<file path="src/hw/rtl/tza_pkg.sv">
package tza_pkg;

  localparam int MAX_BLOCKS_DEF = 32;
  localparam int HEAP_BYTES     = 65536;
  localparam int HEADER_BYTES   = 16;
  localparam int LINK_W         = 6;
  localparam int MAX_NOTICES    = 32;
  localparam int NOTE_W         = 6;
  localparam logic [7:0] PURGE_RESET = 8'd100;

  localparam logic CFG_PURGE = 1'b0;
  localparam logic CFG_ZONE  = 1'b1;

  localparam logic [1:0] OP_ALLOC = 2'd0;
  localparam logic [1:0] OP_FREE  = 2'd1;
  localparam logic [1:0] OP_RANGE = 2'd2;
  localparam logic [1:0] OP_CTAG  = 2'd3;

  localparam logic [2:0] ST_OK      = 3'd0;
  localparam logic [2:0] ST_NOSPACE = 3'd1;
  localparam logic [2:0] ST_BADADDR = 3'd2;
  localparam logic [2:0] ST_OWNER   = 3'd3;
  localparam logic [2:0] ST_FULL    = 3'd4;

  localparam logic KIND_STATUS = 1'b0;
  localparam logic KIND_NOTICE = 1'b1;

  typedef struct packed {
    logic [1:0]  op;
    logic [15:0] req_bytes;
    logic [7:0]  tag;
    logic [3:0]  align_bits;
    logic        has_owner;
    logic [15:0] owner_id;
    logic [15:0] address;
    logic [7:0]  low_tag;
    logic [7:0]  high_tag;
  } req_t;

  typedef struct packed {
    logic        kind;
    logic [2:0]  status;
    logic [15:0] result_address;
    logic [15:0] released_owner;
    logic [16:0] free_total;
    logic [16:0] purgeable_total;
    logic [16:0] used_total;
    logic        last;
  } res_t;

  typedef struct packed {
    logic              used;
    logic              owned;
    logic [16:0]       start;
    logic [16:0]       size;
    logic [7:0]        tag;
    logic [15:0]       owner;
    logic [LINK_W-1:0] next;
    logic [LINK_W-1:0] prev;
  } entry_t;

  typedef struct packed {
    logic [LINK_W-1:0] addr;
    logic              we;
    entry_t            wdata;
    logic              v_we;
    logic              v_val;
    logic [LINK_W-1:0] v_idx;
  } tbl_cmd_t;

  typedef struct packed {
    entry_t            rdata;
    logic              rvalid;
    logic              free_ok;
    logic [LINK_W-1:0] free_idx;
  } tbl_rsp_t;

endpackage

</file>
<file path="src/hw/rtl/tza_table.sv">
module tza_table #(
  parameter int MAX_BLOCKS = tza_pkg::MAX_BLOCKS_DEF
) (
  input  logic              clk,
  input  logic              rst_n,
  input  tza_pkg::tbl_cmd_t cmd,
  input  logic              init,
  input  logic [16:0]       init_size,
  output tza_pkg::tbl_rsp_t rsp
);

  localparam int LW = tza_pkg::LINK_W;
  localparam int AW = (MAX_BLOCKS > 1) ? $clog2(MAX_BLOCKS) : 1;
  localparam logic [LW-1:0] WALL = LW'(MAX_BLOCKS);

  tza_pkg::entry_t       ent_r [MAX_BLOCKS];
  logic [MAX_BLOCKS-1:0] valid_r;
  logic [LW-1:0]         wall_next_r;
  logic [LW-1:0]         wall_prev_r;
  logic                  is_wall;
  tza_pkg::entry_t       init_ent;

  assign is_wall = (cmd.addr == WALL);

  always_comb begin
    init_ent       = '0;
    init_ent.size  = rst_n ? init_size : 17'(tza_pkg::HEAP_BYTES);
    init_ent.next  = WALL;
    init_ent.prev  = WALL;
  end

  always_comb begin
    rsp = '0;
    if (is_wall) begin
      rsp.rdata.used = 1'b1;
      rsp.rdata.next = wall_next_r;
      rsp.rdata.prev = wall_prev_r;
      rsp.rvalid     = 1'b1;
    end else begin
      rsp.rdata  = ent_r[cmd.addr[AW-1:0]];
      rsp.rvalid = valid_r[cmd.addr[AW-1:0]];
    end
    // lowest unused entry
    for (int i = MAX_BLOCKS - 1; i >= 0; i--) begin
      if (!valid_r[i]) begin
        rsp.free_ok  = 1'b1;
        rsp.free_idx = LW'(i);
      end
    end
  end

  always_ff @(posedge clk) begin
    if (!rst_n || init) begin
      valid_r     <= MAX_BLOCKS'(1);
      wall_next_r <= '0;
      wall_prev_r <= '0;
    end else begin
      if (cmd.v_we) begin
        valid_r[cmd.v_idx[AW-1:0]] <= cmd.v_val;
      end
      if (cmd.we && is_wall) begin
        wall_next_r <= cmd.wdata.next;
        wall_prev_r <= cmd.wdata.prev;
      end
    end
  end

  always_ff @(posedge clk) begin
    if (!rst_n || init) begin
      ent_r[0] <= init_ent;
    end else if (cmd.we && !is_wall) begin
      ent_r[cmd.addr[AW-1:0]] <= cmd.wdata;
    end
  end

endmodule

</file>
<file path="config.mk">
export PLATFORM = sky130hd
export DESIGN_NAME = tza_table
export DESIGN_NICKNAME = d
export VERILOG_FILES = /design/src/hw/rtl/tza_pkg.sv /design/src/hw/rtl/tza_table.sv
export SDC_FILE = /design/constraint.sdc
export NUM_CORES = 2
export LEC_CHECK = 0
export BUFFER_PORTS_ARGS = -buffer_cell sky130_fd_sc_hd__buf_2
export CAP_MARGIN = 20
export CORE_AREA = 2 2 393 589
export DETAILED_ROUTE_END_ITERATION = 7
export DIE_AREA = 0 0 395 591
export HOLD_SLACK_MARGIN = 0.02
export PLACE_DENSITY = 0.64
export SLEW_MARGIN = 20
export SYNTH_ARGS = -nofsm -noshare
export SYNTH_HDL_FRONTEND = slang
export SYNTH_SLANG_ARGS = --single-unit
</file>
<file path="constraint.sdc">
create_clock -name clk -period 11.6 [get_ports clk]
set_input_delay 2.32 -clock clk [delete_from_list [all_inputs] [get_ports clk]]
set_output_delay 2.32 -clock clk [all_outputs]
set_load 0.02 [all_outputs]
</file>
==> qor.csv <==
stage,metric,value,unit
min_path,Hold WC Path Type,flip-flop to flip-flop,
drt,WL final,219000,µm
floorplanning,Die H,591,µm
floorplanning,core area,0.228,mm²
place,RD Place Congestion,0.785,
place,buffers added on ports,184,
sta,final slew viol count,0,
synthesis,Post-synth top flop,edfxtp_1,
sta,Final Hold Vio Count,0,
drt,DRT Pass-1 Iters,5,
sta,RSZ-0062 raised after global routing,no,
worst_setup_path,Crit-path slowest cell,buf_4,
synthesis,Mapped Cells,4059,
global_route,total global routing overflow,0,
drt,Remaining DRCs,0,
drt,post-route antenna net violation count,0,
floorplanning,I/O pin cnt,187,
sta,Max-slew headroom,22.5,%
drt,vias per cell,5.67,
clocking,hold buffer count at CTS,0,
place,Setup Slack @ Placement,3.51,ns
clocking,Post-CTS Repair Setup Buffers,0,
place,Post-DP HPWL,110000,µm
clocking,clk root buf,clkbuf_16,
cells_and_area,layout cells sized above 1,27.7,%
drt,Vias,42800,
power,VDD IR max,0.194,mV
cells_and_area,# nets final,4436,
drt,initial drt markers,4414,
synthesis,largest area contributor in the netlist,edfxtp_1,
clocking,clk buf depth,3,
floorplanning,cell row count,215,
synthesis,"EDFF count, synth",2304,
sta,number of setup violations in the final report,0,
synthesis,YS warnings,0,
global_route,first-pass GRT wire length,312000,µm
clocking,Sinks on Clock Net,2348,
cells_and_area,"Non-Filler Cell Area, Final",0.103,mm²
synthesis,Post-Syn Area,0.0908,mm²
synthesis,ys async rst share,0,%
worst_setup_path,Crit Path Category,primary input to primary output,
worst_setup_path,Worst EP required,9.28,ns
clocking,post_cts resized,0,
sta,Tmin final,8.06,ns
sta,Final TNS setup,0,ns
synthesis,Synth area leaders,"edfxtp_1 (76%), mux4_2 (15%), mux2i_1 (2.1%), dfxtp_1 (0.97%), a21o_1 (0.60%)",
synthesis,"count leader, synth",edfxtp_1,
synthesis,#FFs+latches synth,2348,
worst_setup_path,"slowest stage delay, CP",0.81,ns
worst_setup_path,startpoint type of the worst setup path,primary input,
sta,Slew @ Worst Pin,1.16,ns
floorplanning,initial core utilization,39.8,%
floorplanning,Die W,395,µm
cells_and_area,area grow syn2layout,13.2,%
place,Placement Cell Area,0.0957,mm²
worst_setup_path,crit-path max FO,82,
sta,Peak Freq,124,MHz
global_route,gr usage total,18.6,%
synthesis,Netlist cell types,48,
worst_setup_path,CP Buf/Inv Count,4,
power,Leak,28.1,nW
synthesis,leading cell types by count after synthesis,"edfxtp_1 (2304), mux4_2 (621), mux2i_1 (187), nand2_1 (129), clkbuf_1 (112)",
worst_setup_path,Worst setup EP type,primary output,
clocking,CTS tree,yes,
clocking,Clock Latency Late Sink,0.83,ns
worst_setup_path,CP Data Arrival Time,5.74,ns
drt,drt wl/cell,29.0,µm
floorplanning,full die area,0.233,mm²
synthesis,share of the synthesized area in the top cell type,76.2,%
clocking,TritonCTS buffer count,215,
sta,Tcrit/Tclk final,69.5,%
sta,clock skew,0,ns
sta,final worst slack,3.54,ns
global_route,largest net degree at the start of global routing,133,
synthesis,syn nets,4166,
status,status,completed,
power,cell area power density,166,mW/mm²
worst_setup_path,cell repeated most along the worst path,buf_4,
job,max-cap viol count,0,
clocking,clk slew on worst S/H paths,0.06,ns
global_route,initial antenna violation count,13,
worst_setup_path,CP top delay family,buffers and inverters,
clocking,H-tree Lvls,4,
worst_setup_path,"Cell Chain, Critical Path",buf_8 -> buf_4 -> buf_4 -> mux4_2 -> mux2i_1 -> o22ai_1 -> a21o_1 -> buf_2,
synthesis,syn_area_per_cell,22.4,µm²
synthesis,sequential area share after synthesis,77.2,%
global_route,vias in the first global route,44100,
## layout by cell type (no fill, tap or decap), drive strengths merged, types with 4 or more instances in the layout
master    instances
a21oi            45
mux2i           187
nor3b             5
mux4            621
a31oi            16
a21o             73
nand2           129
nand3b            7
o21ai            55
nor3             11
nand3            45
clkinv          101
nor2             59
and2             55
buf             284
clkbuf          268
nor2b            17
clkinvlp          4
a22oi            12
dfxtp            44
nand4            22
bufinv           19
inv              15
diode             4
o22ai            59
a32oi            11
edfxtp         2304
nand2b           18
## layout make-up
cell class	count	area (µm²)
flip-flops and latches	2348	70100
inverters	10	37.5
clock inverters	129	1390
clock buffers	268	5580
well taps	3038	3800
fillers	18900	126000
diodes	4	10.0
repair buffers	284	2010
multi-input cells	1470	19900
## metrics by stage
stage | utilization (%) | power, W | hold WS, ns | cells
floorplan | - | 0.00998 | 0.436 | 4059
global placement | 41.9 | 0.0102 | 0.443 | 7146
detailed placement | 41.9 | 0.0102 | 0.450 | 7149
CTS | 45.0 | 0.0172 | 0.459 | 7546
global route | 45.0 | 0.0175 | 0.471 | 7548
finish | 45.0 | 0.0170 | 0.458 | 7551
## tightest hold or removal path: stages (launching register included)
cell     delay, ns
dfxtp_1       0.31
nand2_1       0.05
a21oi_1       0.05
## metal layers
layer  up-vias  part of all wire, %  GRT usage [%]  wire length, µm
met2      1498                   51           32.1           112000
met5         -                    0              0                0
met1     23300                   40           24.2            86900
met3       321                  6.5           3.21            14300
met4         0                  2.3           5.27             5110
li1      17700                    -              -                -
## cells by family (layout without fill, tap and decap cells)
family / count (synthesis) / count (layout) / synth area share [%]
buffers and inverters: 241 / 691 / 1.34
AO/OA/AOI/OAI: 280 / 280 / 1.97
AND/OR/NAND/NOR: 380 / 380 / 2.06
flip-flops: 2348 / 2348 / 77.2
multiplexers: 809 / 809 / 17.5
other: 1 / 5 / 0.00413
## flip-flops by register name, summed over array words and instances (netlist names)
signal,count
valid_r,32
ent_r,2304
wall_next_r,6
wall_prev_r,6
## where the power goes
part,switching [W],internal [W],leakage [nW]
Sequential,0.0000116,0.00932,17.8
Combinational,0.000454,0.000256,6.98
Clock,0.00314,0.00386,3.36
## path summary, 6_finish.rpt
path,startpoint,to,slack (ns),depth (start not counted)
worst max-delay path,cmd[82],rsp[36],3.54,8
worst min-delay path,wall_next_r[3],wall_next_r[3],0.46,2
worst max register to register,valid_r[23],valid_r[23],10.80,2
worst min register to register,wall_next_r[3],wall_next_r[3],0.46,2
Note: power is estimated with default switching activity, not from simulation.
